--- src/rtl/core/lss_pkg.sv ---
// ----------------------------------------------------------------------------
// lss_pkg: shared types and codes for the searchable stack
// Operation codes, status codes, the command word that passes from the front
// end to the execution unit, and the result word.
// ----------------------------------------------------------------------------
package lss_pkg;

  localparam int DEPTH_DEFAULT = 64;

  localparam logic [2:0] OP_PUSH   = 3'd0;
  localparam logic [2:0] OP_POP    = 3'd1;
  localparam logic [2:0] OP_READ   = 3'd2;
  localparam logic [2:0] OP_SEARCH = 3'd3;
  localparam logic [2:0] OP_CLEAR  = 3'd4;

  localparam logic [1:0] ST_OK    = 2'd0;
  localparam logic [1:0] ST_EMPTY = 2'd1;
  localparam logic [1:0] ST_RANGE = 2'd2;
  localparam logic [1:0] ST_FULL  = 2'd3;

  typedef enum logic [2:0] {
    K_PUSH,
    K_POP,
    K_READ,
    K_SEARCH,
    K_CLEAR,
    K_NOP
  } kind_t;

  typedef struct packed {
    kind_t              kind;
    logic signed [31:0] value;
    logic [6:0]         from_top;
  } cmd_t;

  typedef struct packed {
    logic signed [31:0] data;
    logic               found;
    logic [5:0]         position;
    logic [1:0]         status;
    logic [6:0]         count;
  } res_t;

endpackage

--- src/rtl/core/lss_if.sv ---
// ----------------------------------------------------------------------------
// lss_if: handshake channels of the searchable stack
// One channel for operation words going in and one for result words going out.
// ----------------------------------------------------------------------------
interface lss_in_if;
  logic               valid;
  logic               ready;
  logic [2:0]         op;
  logic signed [31:0] value;
  logic [6:0]         from_top;

  modport source (output valid, output op, output value, output from_top, input ready);
  modport sink (input valid, input op, input value, input from_top, output ready);
endinterface

interface lss_out_if;
  logic               valid;
  logic               ready;
  logic signed [31:0] data;
  logic               found;
  logic [5:0]         position;
  logic [1:0]         status;
  logic [6:0]         count;

  modport source (
    output valid, output data, output found, output position, output status,
    output count, input ready
  );
  modport sink (
    input valid, input data, input found, input position, input status,
    input count, output ready
  );
endinterface

--- src/rtl/core/lifo_stack_with_search.sv ---
// ----------------------------------------------------------------------------
// lifo_stack_with_search: stack of signed words with a value search
// Push, pop, read from the top, search among the live entries and clear.
//
//   channel  | dir | handshake     | word
//   ---------+-----+---------------+----------------------------------------
//   item     | in  | valid / ready | op, value, from_top
//   result   | out | valid / ready | data, found, position, status, count
//
// Push, clear, unused codes and rejected operations complete in the idle
// state of the execution unit; pop and read pass through the read state for
// the registered memory read. A search of a non-empty stack compares the
// live entries one at a time from the bottom up and stops at the first match.
// Reset clears the fill count and all handshake state; the entry memory is
// not cleared. A two-entry command queue lets intake run ahead of execution,
// and a stalled result holds its word while the next command waits.
// ----------------------------------------------------------------------------
module lifo_stack_with_search #(
  parameter int DEPTH = lss_pkg::DEPTH_DEFAULT
) (
  input  logic      clk,
  input  logic      rst,
  lss_in_if.sink    item,
  lss_out_if.source result
);

  logic          f_valid;
  logic          f_ready;
  lss_pkg::cmd_t f_cmd;
  logic          q_valid;
  logic          q_ready;
  lss_pkg::cmd_t q_cmd;

  lss_front u_front (
    .clk       (clk),
    .rst       (rst),
    .item      (item),
    .cmd_valid (f_valid),
    .cmd_ready (f_ready),
    .cmd       (f_cmd)
  );

  lss_queue u_queue (
    .clk       (clk),
    .rst       (rst),
    .in_valid  (f_valid),
    .in_ready  (f_ready),
    .in_cmd    (f_cmd),
    .out_valid (q_valid),
    .out_ready (q_ready),
    .out_cmd   (q_cmd)
  );

  lss_back #(
    .DEPTH (DEPTH)
  ) u_back (
    .clk       (clk),
    .rst       (rst),
    .cmd_valid (q_valid),
    .cmd_ready (q_ready),
    .cmd       (q_cmd),
    .result    (result)
  );

endmodule

--- src/rtl/core/lss_front.sv ---
// ----------------------------------------------------------------------------
// lss_front: operation intake
// Accepts operation words, decodes the operation code into a command kind and
// holds the command until the queue takes it.
// ----------------------------------------------------------------------------
module lss_front (
  input  logic             clk,
  input  logic             rst,
  lss_in_if.sink           item,
  output logic             cmd_valid,
  input  logic             cmd_ready,
  output lss_pkg::cmd_t    cmd
);

  logic          vld;
  lss_pkg::cmd_t hold;
  lss_pkg::kind_t kind;

  always_comb begin
    case (item.op)
      lss_pkg::OP_PUSH:   kind = lss_pkg::K_PUSH;
      lss_pkg::OP_POP:    kind = lss_pkg::K_POP;
      lss_pkg::OP_READ:   kind = lss_pkg::K_READ;
      lss_pkg::OP_SEARCH: kind = lss_pkg::K_SEARCH;
      lss_pkg::OP_CLEAR:  kind = lss_pkg::K_CLEAR;
      default:            kind = lss_pkg::K_NOP;
    endcase
  end

  assign item.ready = !vld || cmd_ready;
  assign cmd_valid  = vld;
  assign cmd        = hold;

  always_ff @(posedge clk) begin
    if (rst) begin
      vld <= 1'b0;
    end else if (item.valid && item.ready) begin
      vld <= 1'b1;
    end else if (cmd_ready) begin
      vld <= 1'b0;
    end
  end

  always_ff @(posedge clk) begin
    if (item.valid && item.ready) begin
      hold.kind     <= kind;
      hold.value    <= item.value;
      hold.from_top <= item.from_top;
    end
  end

endmodule

--- src/rtl/core/lss_queue.sv ---
// ----------------------------------------------------------------------------
// lss_queue: two-entry command queue
// Decouples the intake from the execution unit so that each side can stall
// on its own.
// ----------------------------------------------------------------------------
module lss_queue (
  input  logic          clk,
  input  logic          rst,
  input  logic          in_valid,
  output logic          in_ready,
  input  lss_pkg::cmd_t in_cmd,
  output logic          out_valid,
  input  logic          out_ready,
  output lss_pkg::cmd_t out_cmd
);

  lss_pkg::cmd_t slot [2];
  logic          wp;
  logic          rp;
  logic [1:0]    cnt;
  logic          push;
  logic          pop;

  assign in_ready  = (cnt != 2'd2);
  assign out_valid = (cnt != 2'd0);
  assign out_cmd   = slot[rp];
  assign push      = in_valid && in_ready;
  assign pop       = out_valid && out_ready;

  always_ff @(posedge clk) begin
    if (rst) begin
      wp  <= 1'b0;
      rp  <= 1'b0;
      cnt <= 2'd0;
    end else begin
      if (push) begin
        wp <= !wp;
      end
      if (pop) begin
        rp <= !rp;
      end
      if (push && !pop) begin
        cnt <= cnt + 2'd1;
      end else if (pop && !push) begin
        cnt <= cnt - 2'd1;
      end
    end
  end

  always_ff @(posedge clk) begin
    if (push) begin
      slot[wp] <= in_cmd;
    end
  end

endmodule

--- src/rtl/core/lss_back.sv ---
// ----------------------------------------------------------------------------
// lss_back: stack execution unit
// Holds the entry memory and the fill count, carries out one command at a
// time, walks the live entries for a search and registers each result word.
// ----------------------------------------------------------------------------
module lss_back #(
  parameter int DEPTH = lss_pkg::DEPTH_DEFAULT
) (
  input  logic          clk,
  input  logic          rst,
  input  logic          cmd_valid,
  output logic          cmd_ready,
  input  lss_pkg::cmd_t cmd,
  lss_out_if.source     result
);

  localparam int AW = (DEPTH > 1) ? $clog2(DEPTH) : 1;
  localparam int FW = $clog2(DEPTH + 1);
  localparam int CW = (FW > 7) ? FW : 7;

  localparam logic [1:0] S_IDLE   = 2'd0;
  localparam logic [1:0] S_READ   = 2'd1;
  localparam logic [1:0] S_SEARCH = 2'd2;

  logic signed [31:0] mem [DEPTH];
  logic signed [31:0] rdata;
  logic               rd_en;
  logic [AW-1:0]      rd_addr;
  logic               wr_en;

  logic [1:0]         state;
  logic [1:0]         state_next;
  logic [FW-1:0]      fill;
  logic [FW-1:0]      fill_next;
  logic [AW-1:0]      sidx;
  logic [AW-1:0]      sidx_next;
  logic signed [31:0] key;
  logic signed [31:0] key_next;

  logic               o_valid;
  lss_pkg::res_t      res;
  lss_pkg::res_t      res_next;
  logic               load;
  logic               out_free;

  logic [FW-1:0]      fill_m1;
  logic [CW-1:0]      fill_w;
  logic [CW-1:0]      nth_w;
  logic [CW-1:0]      diff_w;
  logic [CW-1:0]      cnt_w;
  logic [CW-1:0]      pos_w;
  logic [FW-1:0]      sidx_p1;

  assign out_free  = !o_valid || result.ready;
  assign cmd_ready = (state == S_IDLE) && out_free;

  assign fill_m1 = fill - 1'b1;
  assign fill_w  = CW'(fill);
  assign nth_w   = CW'(cmd.from_top);
  assign diff_w  = fill_w - nth_w;
  assign sidx_p1 = FW'(sidx) + 1'b1;
  assign pos_w   = CW'(sidx);

  always_comb begin
    state_next = state;
    fill_next  = fill;
    sidx_next  = sidx;
    key_next   = key;
    wr_en      = 1'b0;
    rd_en      = 1'b0;
    rd_addr    = '0;
    load       = 1'b0;
    res_next   = '0;
    res_next.status = lss_pkg::ST_OK;

    case (state)
      S_IDLE: begin
        if (cmd_valid && out_free) begin
          case (cmd.kind)
            lss_pkg::K_PUSH: begin
              load = 1'b1;
              if (fill >= FW'(DEPTH)) begin
                res_next.status = lss_pkg::ST_FULL;
              end else begin
                wr_en     = 1'b1;
                fill_next = fill + 1'b1;
              end
            end
            lss_pkg::K_POP: begin
              if (fill == '0) begin
                load            = 1'b1;
                res_next.status = lss_pkg::ST_EMPTY;
              end else begin
                fill_next  = fill_m1;
                rd_en      = 1'b1;
                rd_addr    = fill_m1[AW-1:0];
                state_next = S_READ;
              end
            end
            lss_pkg::K_READ: begin
              if (fill == '0) begin
                load            = 1'b1;
                res_next.status = lss_pkg::ST_EMPTY;
              end else if (nth_w == '0 || nth_w > fill_w) begin
                load            = 1'b1;
                res_next.status = lss_pkg::ST_RANGE;
              end else begin
                rd_en      = 1'b1;
                rd_addr    = diff_w[AW-1:0];
                state_next = S_READ;
              end
            end
            lss_pkg::K_SEARCH: begin
              key_next = cmd.value;
              if (fill == '0) begin
                load = 1'b1;
              end else begin
                rd_en      = 1'b1;
                rd_addr    = '0;
                sidx_next  = '0;
                state_next = S_SEARCH;
              end
            end
            lss_pkg::K_CLEAR: begin
              load      = 1'b1;
              fill_next = '0;
            end
            default: begin
              load = 1'b1;
            end
          endcase
        end
      end
      S_READ: begin
        if (out_free) begin
          load          = 1'b1;
          res_next.data = rdata;
          state_next    = S_IDLE;
        end
      end
      S_SEARCH: begin
        if (out_free) begin
          if (rdata == key) begin
            load              = 1'b1;
            res_next.found    = 1'b1;
            res_next.position = pos_w[5:0];
            state_next        = S_IDLE;
          end else if (sidx_p1 == fill) begin
            load       = 1'b1;
            state_next = S_IDLE;
          end else begin
            sidx_next = sidx_p1[AW-1:0];
            rd_en     = 1'b1;
            rd_addr   = sidx_p1[AW-1:0];
          end
        end
      end
      default: begin
        state_next = S_IDLE;
      end
    endcase

    cnt_w          = CW'(fill_next);
    res_next.count = cnt_w[6:0];
  end

  always_ff @(posedge clk) begin
    if (wr_en) begin
      mem[fill[AW-1:0]] <= cmd.value;
    end
  end

  always_ff @(posedge clk) begin
    if (rd_en) begin
      rdata <= mem[rd_addr];
    end
  end

  always_ff @(posedge clk) begin
    if (rst) begin
      state   <= S_IDLE;
      fill    <= '0;
      o_valid <= 1'b0;
    end else begin
      state <= state_next;
      fill  <= fill_next;
      if (load) begin
        o_valid <= 1'b1;
      end else if (result.ready) begin
        o_valid <= 1'b0;
      end
    end
  end

  always_ff @(posedge clk) begin
    sidx <= sidx_next;
    key  <= key_next;
    if (load) begin
      res <= res_next;
    end
  end

  assign result.valid    = o_valid;
  assign result.data     = res.data;
  assign result.found    = res.found;
  assign result.position = res.position;
  assign result.status   = res.status;
  assign result.count    = res.count;

endmodule
--- src/flat_wrapper.sv ---
// flat-port wrapper written by rule: the top's interface ports become plain ports
module lifo_stack_with_search_flat 
#(
  parameter int DEPTH = lss_pkg::DEPTH_DEFAULT
)
  (clk, rst, item_valid, item_op, item_value, item_from_top, item_ready, result_valid, result_data, result_found, result_position, result_status, result_count, result_ready);
  lss_in_if item_i ();
  lss_out_if result_i ();
  input  logic clk;
  input  logic rst;
  input wire logic [$bits(item_i.valid)-1:0] item_valid;
  input wire logic [$bits(item_i.op)-1:0] item_op;
  input wire logic [$bits(item_i.value)-1:0] item_value;
  input wire logic [$bits(item_i.from_top)-1:0] item_from_top;
  output wire logic [$bits(item_i.ready)-1:0] item_ready;
  output wire logic [$bits(result_i.valid)-1:0] result_valid;
  output wire logic [$bits(result_i.data)-1:0] result_data;
  output wire logic [$bits(result_i.found)-1:0] result_found;
  output wire logic [$bits(result_i.position)-1:0] result_position;
  output wire logic [$bits(result_i.status)-1:0] result_status;
  output wire logic [$bits(result_i.count)-1:0] result_count;
  input wire logic [$bits(result_i.ready)-1:0] result_ready;
  assign item_i.valid = item_valid;
  assign item_i.op = item_op;
  assign item_i.value = item_value;
  assign item_i.from_top = item_from_top;
  assign item_ready = item_i.ready;
  assign result_valid = result_i.valid;
  assign result_data = result_i.data;
  assign result_found = result_i.found;
  assign result_position = result_i.position;
  assign result_status = result_i.status;
  assign result_count = result_i.count;
  assign result_i.ready = result_ready;
  lifo_stack_with_search #(.DEPTH(DEPTH)) u_core (.clk(clk), .rst(rst), .item(item_i), .result(result_i));
endmodule
--- config.mk ---
export PLATFORM = sky130hd
export DESIGN_NAME = lifo_stack_with_search_flat
export DESIGN_NICKNAME = d
export VERILOG_FILES = /design/src/rtl/core/lss_pkg.sv /design/src/rtl/core/lss_if.sv /design/src/rtl/core/lifo_stack_with_search.sv /design/src/rtl/core/lss_front.sv /design/src/rtl/core/lss_queue.sv /design/src/rtl/core/lss_back.sv /design/src/flat_wrapper.sv
export SDC_FILE = /design/constraint.sdc
export NUM_CORES = 2
export LEC_CHECK = 0
export ABC_AREA = 0
export BUFFER_PORTS_ARGS = -buffer_cell sky130_fd_sc_hd__buf_4
export CAP_MARGIN = 20
export CELL_PAD_IN_SITES_DETAIL_PLACEMENT = 1
export CELL_PAD_IN_SITES_GLOBAL_PLACEMENT = 1
export CORE_UTILIZATION = 42
export DETAILED_ROUTE_END_ITERATION = 6
export GPL_TIMING_DRIVEN = 0
export HOLD_SLACK_MARGIN = 0.12
export PLACE_DENSITY = 0.68
export REMOVE_ABC_BUFFERS = 1
export SLEW_MARGIN = 10
export SYNTH_ARGS = -nofsm -noshare
export SYNTH_HDL_FRONTEND = slang
export SYNTH_HIERARCHICAL = 1
export SYNTH_SLANG_ARGS = --single-unit
--- constraint.sdc ---
create_clock -name clk -period 6.6 [get_ports clk]
set_input_delay 0 -clock clk [delete_from_list [all_inputs] [get_ports clk]]
set_output_delay 0 -clock clk [all_outputs]
set_load 0.005 [all_outputs]
* After elaboration in Yosys (flattened, before gate mapping)
Memories as Yosys holds them, arrays and structs flattened. A register that Yosys moved wholly into a read port is not among the register bits.
Index checks and enable logic that the tools add are counted.
** Operators by class
- $add $sub $neg :: 6
- Magnitude comparators :: 2
- Equal/unequal tests :: 26
- Muxes and demuxes :: 74
- Reduce and logical (&&, ||, !) cells :: 34
** Operators by type and width (number)
- 6-bit two-way mux :: 13
- 6-bit one-hot mux with 2 select lines :: 3
- 7-bit two-way mux :: 5
- 32-bit == test :: 1
- 1-bit two-way mux :: 30
- 2-bit two-way mux :: 14
- 7-bit one-hot mux with 3 select lines :: 1
- 2-bit one-hot mux with 3 select lines :: 3
- 3-bit inequality test, second input constant :: 5
- 3-bit one-hot mux with 5 select lines :: 1
- 7-bit zero test :: 2
- 3-bit by 2-bit == test with 1-bit output, second input constant :: 4
- 2-bit inequality test, second input constant :: 6
- 2-bit nonzero test :: 5
- 9-bit AND reduction :: 1
- 6-bit by 1-bit adder with 7-bit output, second input constant :: 1
- 7-bit by 1-bit adder with 7-bit output, second input constant :: 1
- 7-bit == test :: 1
- 7-bit greater-or-equal comparator, second input constant :: 1
- 7-bit greater-than comparator :: 1
- 1-bit logical AND :: 7
- 7-bit AND reduction :: 1
- 7-bit by 1-bit subtractor with 7-bit output, second input constant :: 1
- 3-bit by 1-bit == test with 1-bit output, second input constant :: 2
- other kinds (17) :: 32
** Storage, ports and cells
- Register bits after elaboration :: 143
- Memory bits (writable) :: 2132
- Input bits :: 46
- Output and inout port bits :: 50
- Logic and storage cells :: 161
- Memories :: 2
** Memories
- u_core.u_back.mem :: depth 64, width 32, read ports 1, clocked after memory_dff 1, write ports 1, line lss_back.sv:25 : logic signed [31:0] mem [DEPTH];
- u_core.u_queue.slot :: depth 2, width 42, read ports 1, clocked after memory_dff 1, write ports 1, line lss_queue.sv:17 : lss_pkg::cmd_t slot [2];

* Logic depth before layout (Yosys ltp)
- Word-level depth :: 8
- Gate-level depth with buffers :: 20
- Mapped depth without buffers :: 14

* Cells and area by module
The synthesis kept the hierarchy.
** By module, submodules not included
- lss_back :: times used 1, cells each 5948, area each 85659.7 um^2, seq. area each 65242.6 um^2
- lss_queue :: times used 1, cells each 155, area each 3243.1 um^2, seq. area each 2622.5 um^2
- lss_front :: times used 1, cells each 50, area each 1333.8 um^2, seq. area each 1281.2 um^2

* Least setup slack after synthesis
OpenSTA, ideal clock, no wires.
- Path type :: flip-flop to flip-flop
- Start :: register with a tool-made name
- End :: register u_core.u_back.res (netlist bit u_core/u_back/result.count[0]) (enable)
- Setup time :: 0.523 ns
- Arrival :: 5.557 ns
- Data required time :: 6.077 ns
- Setup slack :: 0.521 ns
- Cell stages (with the launch flop) :: 13
- Buffers on the path :: 3
- Clock period less this slack :: 6.079 ns
- Cell sequence :: dfxtp_1 -> buf_2 -> buf_2 -> mux2_2 -> inv_1 -> ha_1 -> clkbuf_1 -> a21oi_1 -> a21oi_1 -> o22ai_1 -> nand3_1 -> a211oi_1 -> o21ai_0
** RTL lines
- to (signal assigned) :: line lss_back.sv:199 : res <= res_next;
- to (decl) :: line lss_back.sv:41 : lss_pkg::res_t res;

* Worst setup path after layout
- Start :: register u_core.u_back.fill[5]
- End :: register u_core.u_back.rdata[19] (read register of u_core.u_back.mem) (data pin)
** Between the ends
- Longest elaborated chain between the ends :: 7
- Elaborated cells between the ends (all ways) :: 24
- Classes of those cells :: add/sub: 2; order compare: 1; eq/ne: 1; mux: 18; reduce/logical: 2
** RTL lines
- from (decl) :: line lss_back.sv:33 : logic [FW-1:0] fill;
- from (signal assigned) :: line lss_back.sv:186 : fill <= fill_next;
- 7-bit greater-than comparator :: line lss_back.sv:104 : end else if (nth_w == '0 || nth_w > fill_w) begin
- 1-bit logical OR :: line lss_back.sv:104
- 6-bit two-way mux or 1-bit two-way mux (tied branches) :: line lss_back.sv:104
- 6-bit two-way mux or 1-bit two-way mux (tied branches) :: line lss_back.sv:101 : if (fill == '0) begin
- 6-bit one-hot mux with 2 select lines or 1-bit one-hot mux with 2 select lines (tied branches) :: line lss_back.sv:79 : case (cmd.kind)
- 6-bit two-way mux or 1-bit two-way mux (tied branches) :: line lss_back.sv:78 : if (cmd_valid && out_free) begin
- 6-bit one-hot mux with 2 select lines or 1-bit one-hot mux with 2 select lines (tied branches) :: line lss_back.sv:76 : case (state)
- to (decl) :: line lss_back.sv:26 : logic signed [31:0] rdata;
Parallel ways exist; a longest one is shown, timed or not.
A chain may end at the register's enable or synchronous reset.

==> metrics <==
Placer Congestion a little under 0.9; DRC Markers 0; Routed Antenna Nets 0; most used cell, CP buf_4; Worst-Margin Slew between 1000 and 1500 ps; met2 Use GR 42.66%; GR Util met3 4.295%; status completed; largest stage delay on the critical path 810 ps; Die Span Y 465.5 um; FF-to-FF path depth 22; Longest Clk Path Bufs 3; post-synthesis cell area 90240 sq um; global-route wire length before repair between 400000 and 500000 um; final setup violation count 0; sequential element share of the synthesized area 76.63%; dpl hpwl roughly 190000 um; final worst-path cycle share between 90 and 100%; first drt pass iteration count 5; die footprint about 220000 sq um; GRT Util Overall 26.58%; CTS Sinks between 2000 and 2500; Synth Instances 6153; CP arrival 7070 ps; vias per cell 5.989; num ports 96; minimum clock period 6476 ps; drt total wl 291800 um; CP max stage cell dfxtp_1; htree depth 4; Clock Latency Late Sink 910 ps; HP Class in2reg; initial core utilization 42.42%; TritonCTS clock tree built; worst-path fanout max 16; number of DRC markers in iteration 0 about 6700; pin count of the biggest net entering global routing 66; crit path launch u_core/u_back/fill[5]$_SDFF_PP0_; number of synthesized flops with an enable pin ~2300; Max Cap Viol 0; crit path kind reg2reg; fin util 50.17%; worst hold stages 3; upper clock frequency limit 154.4 MHz; top cell type's share of synthesized area 76.27%; leakage 36.02 nW; Reg-to-Reg Start u_core/u_back/fill[5]$_SDFF_PP0_; initial antenna violation count 13; WL/cell 30.58 um; Final Net Count 6593; ranking of synthesized cells by area edfxtp_1, nand2_1, mux2i_1, nand3_1, a31oi_1; synth warn 6; met1 GRT Util 35.59%; Layout area overhead 18.27%; post-synthesis async set-or-reset flop share 0%; Hold Crit Start item_valid; crit-path cells inv_1, ha_1, nand4_1, a21oi_1, nor2_1, a31oi_2, o41ai_2, buf_2, buf_4, buf_2, buf_4, buf_4, buf_4, buf_4, buf_4, buf_4, buf_2, nand2_1, a32oi_1, a31oi_1, a32o_1, o221ai_1; commonest non-fill, non-tap cell in the layout edfxtp_1; max-slew violations 0; share of cells above drive strength 1 between 10% and 20%; Netlist cell types 82; Congestion Overflow GR 0; Buffers on Ports 95; CTS clk-pin slew, worst paths 60 ps; worst hold slack around 340 ps; WP buf/inv 11; Vias roughly 57000; # rows approximately 170; Root Buffer clkbuf_16; crit-path leading delay family buffers and inverters; total CTS buffers around 230; PD cells ~330 nW/um^2; worst relative slew slack 19.72%; Yosys top cell by area edfxtp_1; Top FF cell, synth edfxtp_1; Setup crit end kind flip-flop; Crit path depth 22; data required time of the worst path 7190 ps; Max VDD drop 0.2943 mV; Hold Vio Cnt, Final 0; Core Region 212700 sq um; RSZ-0062 raised after global routing true; most frequent cells in the layout edfxtp_1, nand2_1, nand3_1; Yosys reg bits around 2300; CP Launch Type flip-flop; Most Used Layer, Global Route met2; vias in the first global route 58960; syn_area_per_cell about 15 sq um; Final Skew between 60 and 70 ps; DIE WIDTH 465.5 um
==> sequential cells by signal, summed over array words and instances (netlist names), 6 cells and up, named ones only <==
name                           flops
u_core/u_back/fill                 7
u_core/u_back/key                 32
u_core/u_back/mem               2048
u_core/u_back/rdata               32
u_core/u_back/result.count         7
u_core/u_back/result.data         32
u_core/u_back/result.position      6
u_core/u_back/sidx                 6
u_core/u_front/cmd                42
u_core/u_queue/slot               84
==> per-stage QoR <==
step	setup slack (ps)	total power (W)	TNS (ps)	cells	cell area, sq um
after floorplan	-59220	0.02066	-1867900	5771	88250
after global placement	-201200	0.02339	-9409750	8687	92500
after CTS	69.39	0.03545	0	9536	106700
after global routing	-18.32	0.03625	-18.32	9537	106700
after detailed placement	-125.5	0.02274	-481.4	9027	98440
final	123.8	0.03543	0	9540	106700
==> repair_timing <==
item | 4_1_cts | 5_1_grt
hold endpoints to repair | 122 | 0
cloned | 0 | 0
setup endpoints to repair | 7 | 11
gates resized for setup | 2 | 2
setup buffers | 1 | 0
hold buffers | 93 | 0
==> synth_stat cells (5+ instances only) <==
master and count:
a211o_1 30, a21oi_1 213, a221oi_1 6, a22o_1 31
a22oi_1 46, a31oi_1 197, a32o_1 28, a32oi_1 95
and2_1 45, and3_1 7, buf_1 8, buf_2 235
buf_4 32, buf_6 18, clkbuf_1 89, dfxtp_1 16
edfxtp_1 2292, ha_1 18, inv_1 21, mux2_2 42
mux2i_1 252, nand2_1 1459, nand2b_1 10, nand3_1 458
nand4_1 127, nor2_1 113, nor2b_1 12, nor3_1 12
nor4_1 8, o21ai_0 18, o221ai_1 26, o22ai_1 57
or3_1 5, xnor2_1 43, xor2_1 7
==> cell type report <==
| cell class | instances | area, sq um |
|---|---|---|
| clock buffer | 281 | 5911 |
| fill | 20480 | 106000 |
| multi-input combinational | 3439 | 19800 |
| sequential | 2308 | 69150 |
| timing repair buffer | 530 | 6875 |
| tap | 2821 | 3530 |
| clock inverter | 134 | 1363 |
| inverter | 24 | 90.09 |
| antenna | 3 | 7.507 |
==> final timing paths <==
path	slack, ps	endpoint
max reg2reg	120	u_core/u_back/rdata[19]$_DFFE_PP_
min reg2reg	450	u_core/u_queue/slot[1][34]$_DFFE_PP_
min	340	u_core/u_front/cmd[39]$_DFFE_PP_
max	120	u_core/u_back/rdata[19]$_DFFE_PP_
==> worst min-delay path: cells and delay by family <==
family,cells,cell delay (ps)
buf+inv,2,710
simple gates,1,300
==> where the power goes <==
group | total, W | internal, W | switching, W
clock network | 0.0128 | 0.00711 | 0.00570
registers | 0.0179 | 0.0177 | 0.000196
logic | 0.00468 | 0.00126 | 0.00342
==> layer usage <==
layer / share of wire, % / wire [um] / vias up
met5: 0.012 / 35 / -
met4: 4.8 / 13940 / 6
met3: 8.2 / 24070 / 556
met1: 40 / 116300 / 29870
li1: - / - / 24060
met2: 47 / 137400 / 2638
==> kinds of logic (layout without fill, tap and decap cells) <==
family                     Yosys count  in the layout  synth area share, %
DFF                               2308           2308                76.63
and+or+nand+nor                   2285           2285                10.91
AOI/OAI and AO/OA                  788            788                6.012
buffers and inverters              406            969                2.298
muxes                              297            297                3.394
xor gates and xnor gates            50             50               0.4853
adders and majority gates           19             19               0.2718
other                                0              3                    0
No activity file was read; power rests on OpenSTA's default activity.
